--- src/hw/rtl/pdc_pkg.sv ---
// shared types and constants of the pwm duty capture block
// no dependencies; imported by every module of the block

package pdc_pkg;

   localparam int TIME_BITS_DEFAULT = 32;  // width of the internal time arithmetic
   localparam int STAMP_W           = 32;  // width of the timestamp field
   localparam int CSR_W             = 16;  // width of every configuration register
   localparam int CSR_IDX_W         = 2;
   localparam int DUTY_W            = 14;
   localparam int COUNT_W           = 32;
   localparam int PROD_W            = 30;  // high time times full scale

   localparam logic [DUTY_W-1:0] FULL_SCALE = DUTY_W'(10000);

   // configuration register indexes
   localparam logic [CSR_IDX_W-1:0] CSR_GLITCH_REJECT = 2'd0;
   localparam logic [CSR_IDX_W-1:0] CSR_MIN_PERIOD    = 2'd1;
   localparam logic [CSR_IDX_W-1:0] CSR_MAX_PERIOD    = 2'd2;
   localparam logic [CSR_IDX_W-1:0] CSR_STUCK_TIMEOUT = 2'd3;

   // configuration reset values
   localparam logic [CSR_W-1:0] GLITCH_REJECT_RST = 16'd1;
   localparam logic [CSR_W-1:0] MIN_PERIOD_RST    = 16'd25;
   localparam logic [CSR_W-1:0] MAX_PERIOD_RST    = 16'd80;
   localparam logic [CSR_W-1:0] STUCK_TIMEOUT_RST = 16'd200;

   // request opcodes
   localparam logic OP_EDGE  = 1'b0;
   localparam logic OP_QUERY = 1'b1;

   // status codes
   localparam logic STATUS_STUCK    = 1'b0;
   localparam logic STATUS_MEASURED = 1'b1;

   typedef struct packed {
      logic               opcode;
      logic [STAMP_W-1:0] time_us;
      logic               pin_level;
   } req_type;

   typedef struct packed {
      logic [DUTY_W-1:0]  duty;
      logic               status;
      logic [COUNT_W-1:0] rejected_count;
   } rsp_type;

endpackage

--- src/hw/rtl/pdc_alu.sv ---
// shared subtract and compare unit of the pwm duty capture block
// depends on pdc_pkg for the default operand width

module pdc_alu
   import pdc_pkg::*;
#(
   parameter int WIDTH = PROD_W
) (
   input  logic [WIDTH-1:0] op_a,
   input  logic [WIDTH-1:0] op_b,
   output logic [WIDTH-1:0] diff,
   output logic             borrow
);

   logic [WIDTH:0] full;

   // borrow set means op_a < op_b
   assign full   = {1'b0, op_a} - {1'b0, op_b};
   assign diff   = full[WIDTH-1:0];
   assign borrow = full[WIDTH];

endmodule

--- src/hw/rtl/pwm_duty_capture_core.sv ---
// top level of the pwm duty capture block: sequencer, state and output register
// depends on pdc_pkg and pdc_alu

// pwm duty capture core
//
// req channel: valid/ready beats carrying an opcode, a microsecond timestamp and
// the pin level. an edge beat updates the edge tracker and gives no response; a
// query beat gives exactly one rsp beat with duty (0.01 percent units), status
// and the running reject count.
// csr port: write-only, csr_we with csr_index and csr_wdata, taken every cycle.
// timing: every edge, compare and divide step goes through one shared
// subtractor, one step per cycle, so the block works on one beat at a time and
// req_ready is low while it does.
//   edge beat: gap and glitch compare, and on closing a rise-fall-rise cycle also
//   period, high, min, max and high compare; query beat: age and timeout compare,
//   then multiply and the 14-step restoring divide unless stuck or zero-period
// rsp: a single output register; a finished query waits there while the
// receiver stalls and the core parks until that register frees up, so edge
// beats keep flowing as long as no second query is finished.
// reset: synchronous, clears the edge tracker, the good-cycle flag, the reject
// count and the rsp register, and loads the configuration defaults.

module pwm_duty_capture_core
   import pdc_pkg::*;
#(
   parameter int TIME_BITS = TIME_BITS_DEFAULT
) (
   input  logic                 clock,
   input  logic                 reset,
   input  logic                 req_valid,
   output logic                 req_ready,
   input  req_type              req_data,
   output logic                 rsp_valid,
   input  logic                 rsp_ready,
   output rsp_type              rsp_data,
   input  logic                 csr_we,
   input  logic [CSR_IDX_W-1:0] csr_index,
   input  logic [CSR_W-1:0]     csr_wdata
);

   // the shared unit must hold both a timestamp and the divide remainder
   localparam int ALU_W = (TIME_BITS > PROD_W) ? TIME_BITS : PROD_W;
   localparam int BIT_W = $clog2(DUTY_W);

   // sequencer states
   localparam logic [3:0] ST_IDLE   = 4'd0;
   localparam logic [3:0] ST_E_GAP  = 4'd1;   // now - last edge
   localparam logic [3:0] ST_E_GCMP = 4'd2;   // gap vs glitch window, edge decision
   localparam logic [3:0] ST_E_PER  = 4'd3;   // now - rise
   localparam logic [3:0] ST_E_HIGH = 4'd4;   // fall - rise
   localparam logic [3:0] ST_E_MIN  = 4'd5;   // period vs min
   localparam logic [3:0] ST_E_MAX  = 4'd6;   // max vs period
   localparam logic [3:0] ST_E_HCMP = 4'd7;   // period vs high, commit cycle
   localparam logic [3:0] ST_Q_AGE  = 4'd8;   // now - good time
   localparam logic [3:0] ST_Q_ACMP = 4'd9;   // timeout vs age
   localparam logic [3:0] ST_Q_MUL  = 4'd10;  // high times full scale
   localparam logic [3:0] ST_Q_DIV  = 4'd11;  // one quotient bit a cycle
   localparam logic [3:0] ST_Q_DONE = 4'd12;  // hand to the rsp register

   logic [3:0]           state_ff, state_in;

   // configuration
   logic [CSR_W-1:0]     glitch_ff, glitch_in;
   logic [CSR_W-1:0]     min_per_ff, min_per_in;
   logic [CSR_W-1:0]     max_per_ff, max_per_in;
   logic [CSR_W-1:0]     timeout_ff, timeout_in;

   // latched request
   logic [TIME_BITS-1:0] now_ff, now_in;
   logic                 level_ff, level_in;

   // edge tracker
   logic [TIME_BITS-1:0] last_edge_ff, last_edge_in;
   logic                 edge_seen_ff, edge_seen_in;
   logic                 prior_level_ff, prior_level_in;
   logic [TIME_BITS-1:0] rise_time_ff, rise_time_in;
   logic                 rise_seen_ff, rise_seen_in;
   logic [TIME_BITS-1:0] fall_time_ff, fall_time_in;
   logic                 fall_after_ff, fall_after_in;
   logic [CSR_W-1:0]     good_period_ff, good_period_in;
   logic [CSR_W-1:0]     good_high_ff, good_high_in;
   logic [TIME_BITS-1:0] good_time_ff, good_time_in;
   logic                 good_seen_ff, good_seen_in;
   logic [COUNT_W-1:0]   reject_ff, reject_in;

   // working registers
   logic [TIME_BITS-1:0] gap_ff, gap_in;
   logic [TIME_BITS-1:0] period_ff, period_in;
   logic [TIME_BITS-1:0] high_ff, high_in;
   logic                 cyc_bad_ff, cyc_bad_in;
   logic [ALU_W-1:0]     rem_ff, rem_in;
   logic [DUTY_W-1:0]    quot_ff, quot_in;
   logic                 status_ff, status_in;
   logic [BIT_W-1:0]     bit_idx_ff, bit_idx_in;

   // response register
   logic                 rsp_valid_ff, rsp_valid_in;
   rsp_type              rsp_data_ff, rsp_data_in;

   // shared unit
   logic [ALU_W-1:0]     alu_a, alu_b, alu_diff;
   logic                 alu_borrow;
   logic [PROD_W-1:0]    prod;

   pdc_alu #(
      .WIDTH (ALU_W)
   ) u_alu (
      .op_a   (alu_a),
      .op_b   (alu_b),
      .diff   (alu_diff),
      .borrow (alu_borrow)
   );

   // constant multiply feeding the divider remainder
   assign prod = PROD_W'(good_high_ff) * PROD_W'(FULL_SCALE);

   assign req_ready = (state_ff == ST_IDLE);
   assign rsp_valid = rsp_valid_ff;
   assign rsp_data  = rsp_data_ff;

   // operand select for the shared subtractor
   always_comb begin
      alu_a = '0;
      alu_b = '0;
      case (state_ff)
         ST_E_GAP: begin
            alu_a = ALU_W'(now_ff);
            alu_b = ALU_W'(last_edge_ff);
         end
         ST_E_GCMP: begin
            alu_a = ALU_W'(gap_ff);
            alu_b = ALU_W'(glitch_ff);
         end
         ST_E_PER: begin
            alu_a = ALU_W'(now_ff);
            alu_b = ALU_W'(rise_time_ff);
         end
         ST_E_HIGH: begin
            alu_a = ALU_W'(fall_time_ff);
            alu_b = ALU_W'(rise_time_ff);
         end
         ST_E_MIN: begin
            alu_a = ALU_W'(period_ff);
            alu_b = ALU_W'(min_per_ff);
         end
         ST_E_MAX: begin
            alu_a = ALU_W'(max_per_ff);
            alu_b = ALU_W'(period_ff);
         end
         ST_E_HCMP: begin
            alu_a = ALU_W'(period_ff);
            alu_b = ALU_W'(high_ff);
         end
         ST_Q_AGE: begin
            alu_a = ALU_W'(now_ff);
            alu_b = ALU_W'(good_time_ff);
         end
         ST_Q_ACMP: begin
            alu_a = ALU_W'(timeout_ff);
            alu_b = ALU_W'(gap_ff);
         end
         ST_Q_DIV: begin
            // trial subtract of the divisor aligned to the current quotient bit
            alu_a = rem_ff;
            alu_b = ALU_W'(good_period_ff) << bit_idx_ff;
         end
         default: begin
         end
      endcase
   end

   // sequencer and next-state logic
   always_comb begin
      state_in       = state_ff;
      glitch_in      = glitch_ff;
      min_per_in     = min_per_ff;
      max_per_in     = max_per_ff;
      timeout_in     = timeout_ff;
      now_in         = now_ff;
      level_in       = level_ff;
      last_edge_in   = last_edge_ff;
      edge_seen_in   = edge_seen_ff;
      prior_level_in = prior_level_ff;
      rise_time_in   = rise_time_ff;
      rise_seen_in   = rise_seen_ff;
      fall_time_in   = fall_time_ff;
      fall_after_in  = fall_after_ff;
      good_period_in = good_period_ff;
      good_high_in   = good_high_ff;
      good_time_in   = good_time_ff;
      good_seen_in   = good_seen_ff;
      reject_in      = reject_ff;
      gap_in         = gap_ff;
      period_in      = period_ff;
      high_in        = high_ff;
      cyc_bad_in     = cyc_bad_ff;
      rem_in         = rem_ff;
      quot_in        = quot_ff;
      status_in      = status_ff;
      bit_idx_in     = bit_idx_ff;
      rsp_data_in    = rsp_data_ff;
      // a pending beat leaves when the receiver takes it
      rsp_valid_in   = rsp_valid_ff && !rsp_ready;

      if (csr_we) begin
         case (csr_index)
            CSR_GLITCH_REJECT: glitch_in  = csr_wdata;
            CSR_MIN_PERIOD:    min_per_in = csr_wdata;
            CSR_MAX_PERIOD:    max_per_in = csr_wdata;
            CSR_STUCK_TIMEOUT: timeout_in = csr_wdata;
            default: begin
            end
         endcase
      end

      case (state_ff)
         ST_IDLE: begin
            if (req_valid) begin
               now_in   = TIME_BITS'(req_data.time_us);
               level_in = req_data.pin_level;
               state_in = (req_data.opcode == OP_QUERY) ? ST_Q_AGE : ST_E_GAP;
            end
         end
         ST_E_GAP: begin
            gap_in   = alu_diff[TIME_BITS-1:0];
            state_in = ST_E_GCMP;
         end
         ST_E_GCMP: begin
            state_in = ST_IDLE;
            if (edge_seen_ff && alu_borrow) begin
               // edge inside the glitch window
               reject_in = reject_ff + 1'b1;
            end else if (edge_seen_ff && (level_ff == prior_level_ff)) begin
               // repeated level still moves the edge time
               reject_in    = reject_ff + 1'b1;
               last_edge_in = now_ff;
            end else begin
               last_edge_in   = now_ff;
               prior_level_in = level_ff;
               edge_seen_in   = 1'b1;
               if (level_ff) begin
                  if (rise_seen_ff && fall_after_ff) begin
                     cyc_bad_in = 1'b0;
                     state_in   = ST_E_PER;
                  end else begin
                     rise_time_in  = now_ff;
                     rise_seen_in  = 1'b1;
                     fall_after_in = 1'b0;
                  end
               end else if (!rise_seen_ff) begin
                  // fall before any rise
                  reject_in = reject_ff + 1'b1;
               end else begin
                  fall_time_in  = now_ff;
                  fall_after_in = 1'b1;
               end
            end
         end
         ST_E_PER: begin
            period_in = alu_diff[TIME_BITS-1:0];
            state_in  = ST_E_HIGH;
         end
         ST_E_HIGH: begin
            high_in  = alu_diff[TIME_BITS-1:0];
            state_in = ST_E_MIN;
         end
         ST_E_MIN: begin
            cyc_bad_in = cyc_bad_ff || alu_borrow;
            state_in   = ST_E_MAX;
         end
         ST_E_MAX: begin
            cyc_bad_in = cyc_bad_ff || alu_borrow;
            state_in   = ST_E_HCMP;
         end
         ST_E_HCMP: begin
            if (cyc_bad_ff || alu_borrow) begin
               reject_in = reject_ff + 1'b1;
            end else begin
               // period is bounded by max, so both fit the register width
               good_period_in = period_ff[CSR_W-1:0];
               good_high_in   = high_ff[CSR_W-1:0];
               good_time_in   = now_ff;
               good_seen_in   = 1'b1;
            end
            rise_time_in  = now_ff;
            rise_seen_in  = 1'b1;
            fall_after_in = 1'b0;
            state_in      = ST_IDLE;
         end
         ST_Q_AGE: begin
            gap_in   = alu_diff[TIME_BITS-1:0];
            state_in = ST_Q_ACMP;
         end
         ST_Q_ACMP: begin
            if (!good_seen_ff || alu_borrow) begin
               // no fresh cycle: answer the live pin level
               quot_in   = level_ff ? FULL_SCALE : '0;
               status_in = STATUS_STUCK;
               state_in  = ST_Q_DONE;
            end else if (good_period_ff == '0) begin
               quot_in   = '0;
               status_in = STATUS_MEASURED;
               state_in  = ST_Q_DONE;
            end else begin
               status_in = STATUS_MEASURED;
               state_in  = ST_Q_MUL;
            end
         end
         ST_Q_MUL: begin
            rem_in     = ALU_W'(prod);
            quot_in    = '0;
            bit_idx_in = BIT_W'(DUTY_W - 1);
            state_in   = ST_Q_DIV;
         end
         ST_Q_DIV: begin
            if (!alu_borrow) begin
               rem_in              = alu_diff;
               quot_in[bit_idx_ff] = 1'b1;
            end
            if (bit_idx_ff == '0) begin
               state_in = ST_Q_DONE;
            end else begin
               bit_idx_in = bit_idx_ff - 1'b1;
            end
         end
         ST_Q_DONE: begin
            // park until the rsp register is free
            if (!rsp_valid_ff || rsp_ready) begin
               rsp_data_in.duty           = quot_ff;
               rsp_data_in.status         = status_ff;
               rsp_data_in.rejected_count = reject_ff;
               rsp_valid_in               = 1'b1;
               state_in                   = ST_IDLE;
            end
         end
         default: begin
            state_in = ST_IDLE;
         end
      endcase
   end

   // control state
   always_ff @(posedge clock) begin
      if (reset) begin
         state_ff       <= ST_IDLE;
         glitch_ff      <= GLITCH_REJECT_RST;
         min_per_ff     <= MIN_PERIOD_RST;
         max_per_ff     <= MAX_PERIOD_RST;
         timeout_ff     <= STUCK_TIMEOUT_RST;
         edge_seen_ff   <= 1'b0;
         prior_level_ff <= 1'b0;
         rise_seen_ff   <= 1'b0;
         fall_after_ff  <= 1'b0;
         good_seen_ff   <= 1'b0;
         reject_ff      <= '0;
         rsp_valid_ff   <= 1'b0;
      end else begin
         state_ff       <= state_in;
         glitch_ff      <= glitch_in;
         min_per_ff     <= min_per_in;
         max_per_ff     <= max_per_in;
         timeout_ff     <= timeout_in;
         edge_seen_ff   <= edge_seen_in;
         prior_level_ff <= prior_level_in;
         rise_seen_ff   <= rise_seen_in;
         fall_after_ff  <= fall_after_in;
         good_seen_ff   <= good_seen_in;
         reject_ff      <= reject_in;
         rsp_valid_ff   <= rsp_valid_in;
      end
   end

   // payload, only read behind the flags above
   always_ff @(posedge clock) begin
      now_ff         <= now_in;
      level_ff       <= level_in;
      last_edge_ff   <= last_edge_in;
      rise_time_ff   <= rise_time_in;
      fall_time_ff   <= fall_time_in;
      good_period_ff <= good_period_in;
      good_high_ff   <= good_high_in;
      good_time_ff   <= good_time_in;
      gap_ff         <= gap_in;
      period_ff      <= period_in;
      high_ff        <= high_in;
      cyc_bad_ff     <= cyc_bad_in;
      rem_ff         <= rem_in;
      quot_ff        <= quot_in;
      status_ff      <= status_in;
      bit_idx_ff     <= bit_idx_in;
      rsp_data_ff    <= rsp_data_in;
   end

endmodule

--- config.mk ---
export PLATFORM = sky130hd
export DESIGN_NAME = pwm_duty_capture_core
export DESIGN_NICKNAME = d
export VERILOG_FILES = /design/src/hw/rtl/pdc_pkg.sv /design/src/hw/rtl/pdc_alu.sv /design/src/hw/rtl/pwm_duty_capture_core.sv
export SDC_FILE = /design/constraint.sdc
export NUM_CORES = 1
export LEC_CHECK = 0
export ABC_AREA = 1
export ABC_CLOCK_PERIOD_IN_PS = 6400
export BUFFER_PORTS_ARGS = -buffer_cell sky130_fd_sc_hd__buf_4
export CORE_MARGIN = 5
export CORE_UTILIZATION = 30
export CTS_BUF_LIST = sky130_fd_sc_hd__clkbuf_8
export DETAILED_ROUTE_END_ITERATION = 12
export PLACE_DENSITY = 0.49
export SYNTH_ARGS = -nofsm -noshare
export SYNTH_HDL_FRONTEND = slang
export SYNTH_SLANG_ARGS = --single-unit
--- constraint.sdc ---
create_clock -name clock -period 6.4 [get_ports clock]
set_input_delay 0 -clock clock [delete_from_list [all_inputs] [get_ports clock]]
set_output_delay 0 -clock clock [all_outputs]
set_load 0.005 [all_outputs]
==> flow_summary.json <==
{
  "outcome": "finished clean",
  "met3_usage_pct": 2.87,
  "cts_made_buffers": 82,
  "fin_area_sq_mm": 0.0299,
  "synth_edf_count": 388,
  "ctsHtreeMaxLevel": 3,
  "post-route-drc-count": 0,
  "die_x_um": 301,
  "worstPathArrival_ns": 5.79,
  "grt-ovfl-total": 0,
  "fillCellCount": 8571,
  "setup_viol": 0,
  "dr_total_vias": 20280,
  "syn_area_sq_mm": 0.0255,
  "ys.flop_type": "edfxtp_1",
  "hold_buffers": 67,
  "drt_wl_total_um": 91500,
  "ys_types": 58,
  "first_global_vias": 20496,
  "drive_gt1_share_pct": 13.5,
  "final.period_utilization_pct": 82.0,
  "cts_sinks": 494,
  "worst_pin_slew_ns": 1.11,
  "synthToLayoutAreaGrowth_pct": 17.5,
  "worstSetupPathType": "flop to flop",
  "finalHoldViolCount": 0,
  "hp-class": "input port to flop",
  "grt_use_met1_pct": 25.3,
  "crit_required_ns": 6.95,
  "ys_warn_count": 0,
  "clock_path_buffers": 3,
  "power_mw": 11.6,
  "start_util_pct": 30.3,
  "ant_nets": 0,
  "dpl.hpwl_um": 66600,
  "largest_reg_flops": 47,
  "layout.nets": 3016,
  "p_leak_nw": 11.8,
  "powerDensity_mw_per_mm2": 387,
  "fin_setup_tns_ns": 0,
  "dieHeight_um": 301,
  "dp.cells": 3799,
  "crit_path_max_fanout": 33,
  "port-buffer-count": 105,
  "finClkSkew_ns": 0.0482,
  "period_needed_ns": 5.25,
  "dr.pass1.iters": 6,
  "slew_violations": 0,
  "core_sq_mm": 0.0840,
  "ys_seq_area_share_pct": 54.1,
  "cts_resized": 0,
  "busiest_layer": "met2",
  "syn_nets": 2804,
  "cts_tree": "built",
  "cp-end-kind": "flop",
  "multiInputGateArea_sq_mm": 0.0102,
  "grt_pass1_wl_um": 135000,
  "place_congestion": 0.977,
  "r2r_slack_ns": 1.15,
  "ys_ff_latch": 494,
  "rows": 106,
  "vias_per_cell": 5.05,
  "netlist_instances": 2604,
  "grt_start_max_net_pins": 65,
  "rsz0062_at_grt": "false",
  "wl_per_cell_um": 22.8,
  "cts-root-buf": "clkbuf_8",
  "io_pins": 106,
  "grt_use_met2_pct": 33.2,
  "placed_area_sq_mm": 0.0277,
  "regArea_sq_mm": 0.0138,
  "instances_no_fill": 4014,
  "max_slew_margin_pct": 25.2,
  "start_kind": "flop",
  "async_flop_share_pct": 0,
  "maxCapViolCount": 0,
  "antenna_found_initial": 1,
  "clk_latency_ns": 0.69,
  "grt.total_usage_pct": 19.8,
  "post_cts_buffers": 0,
  "drtIter0Drc": 1766,
  "die-area_sq_mm": 0.0909,
  "path_clk_slew_ns": 0.07,
  "fmax_mhz": 191,
  "vdd_drop_max_mv": 0.207,
  "syn_area_per_cell_sq_um": 9.78
}
-- metrics by stage --
step	hold WS, ns	setup WS (ns)	util, %
5_1_grt	0.0110	0.784	35.7
3_3_place_gp	0.178	1.28	33.0
3_5_place_dp	0.179	1.21	33.0
4_1_cts	0.00109	1.20	35.7
6_report	0.0415	1.15	35.7
2_1_floorplan	0.0989	0.673	-
-- worst paths after layout --
kind	from	to	cells after the start
setup reg to reg	bit_idx_ff[0]$_SDFFCE_PN1P_	reject_ff[26]$_SDFFE_PP0P_	21
hold / removal	req_data[8]	now_ff[7]$_DFFE_PP_	2
hold reg to reg	status_ff$_DFFE_PP_	rsp_data[32]$_DFFE_PP_	0
setup / recovery	bit_idx_ff[0]$_SDFFCE_PN1P_	reject_ff[26]$_SDFFE_PP0P_	21
-- Yosys cell counts, types with 8 or more instances --
library cell | instances | share of area (%)
buf_2 | 30 | 0.59
and2_1 | 8 | 0.20
nand4_1 | 75 | 1.8
nor4_1 | 9 | 0.22
o21ai_0 | 154 | 3.0
inv_1 | 278 | 4.1
nor3_1 | 32 | 0.63
a22oi_1 | 26 | 0.77
nand2_2 | 36 | 0.88
ha_1 | 107 | 5.3
clkbuf_1 | 48 | 0.71
nand2_1 | 535 | 7.9
a21oi_1 | 111 | 2.2
inv_2 | 21 | 0.31
o2111ai_1 | 17 | 0.58
fa_1 | 36 | 2.8
xnor2_1 | 23 | 0.79
xor2_1 | 34 | 1.2
a22o_1 | 16 | 0.55
a21oi_2 | 32 | 1.1
edfxtp_1 | 388 | 46
dfxtp_1 | 106 | 8.3
nor2_1 | 242 | 3.6
buf_1 | 11 | 0.16
nand3_1 | 79 | 1.6
a221oi_1 | 46 | 1.6
-- critical path: stages, from the launching register on --
cell	delay, ns
edfxtp_1	0.36
buf_4	0.22
inv_1	0.36
o21ai_0	0.23
nand2_1	0.09
o21ai_0	0.14
o21ai_0	0.69
o21ai_0	0.16
a2111oi_0	0.39
ha_1	0.39
nand2_1	0.15
inv_1	0.08
a21oi_2	0.14
nand2_2	0.10
nand2_2	0.09
nand2_4	0.09
nand2_4	0.14
nand3_4	0.13
nand3_4	0.33
nand3_4	0.51
nand2_2	0.20
a21oi_2	0.07
-- kinds of logic after synthesis --
family	synth area share, %
mux	0.0393
simple gates	18.1
xor+xnor	1.96
fa+ha+maj	8.08
buf+inv	6.13
compound gates	11.7
flops	54.1
-- power by group --
part           switching [mW]  internal, mW  leakage [nW]
Clock                    1.32          1.39         0.891
Combinational            3.14          1.23          6.48
Sequential              0.211          4.30          4.38
-- layout make-up --
| cell class | instances | share of cell area (%) |
|---|---|---|
| sequential | 494 | 46.0 |
| multi-input combinational | 1717 | 34.1 |
| timing repair buffer | 220 | 6.20 |
| tap | 1134 | 4.74 |
| clock buffer | 91 | 4.18 |
| inverter | 301 | 3.77 |
| clock inverter | 56 | 1.02 |
| antenna | 1 | 0.00836 |
-- per-layer routing --
metal	routed length [um]	part of all wire, %
met1	38100	42
met2	43100	47
met3	5510	6.0
met4	4760	5.2
met5	0	0
-- cell usage in the layout (no fill, tap or decap), drive strengths merged, types with 4 or more instances in the layout --
cell type | netlist | final
nand3 | 85 | 85
or2 | 9 | 9
and2 | 8 | 8
a22oi | 26 | 26
a21o | 6 | 6
o21a | 4 | 4
nand4 | 75 | 75
o21ai | 159 | 159
o2111ai | 17 | 17
xor2 | 34 | 34
o21bai | 7 | 7
a21oi | 144 | 144
nand2 | 574 | 574
nor2 | 251 | 251
nand3b | 4 | 4
inv | 299 | 324
ha | 107 | 107
buf | 44 | 153
clkinv | 2 | 28
a221oi | 46 | 46
a211oi | 5 | 5
o22ai | 4 | 4
dfxtp | 106 | 106
fa | 36 | 36
a22o | 16 | 16
dlygate4sd3 | 0 | 67
nor4 | 9 | 9
o211ai | 7 | 7
clkbuf | 48 | 91
nor3 | 34 | 34
a2111oi | 6 | 6
xnor2 | 23 | 23
a31oi | 6 | 6
edfxtp | 388 | 388
No activity file was read; power rests on OpenSTA's default activity.
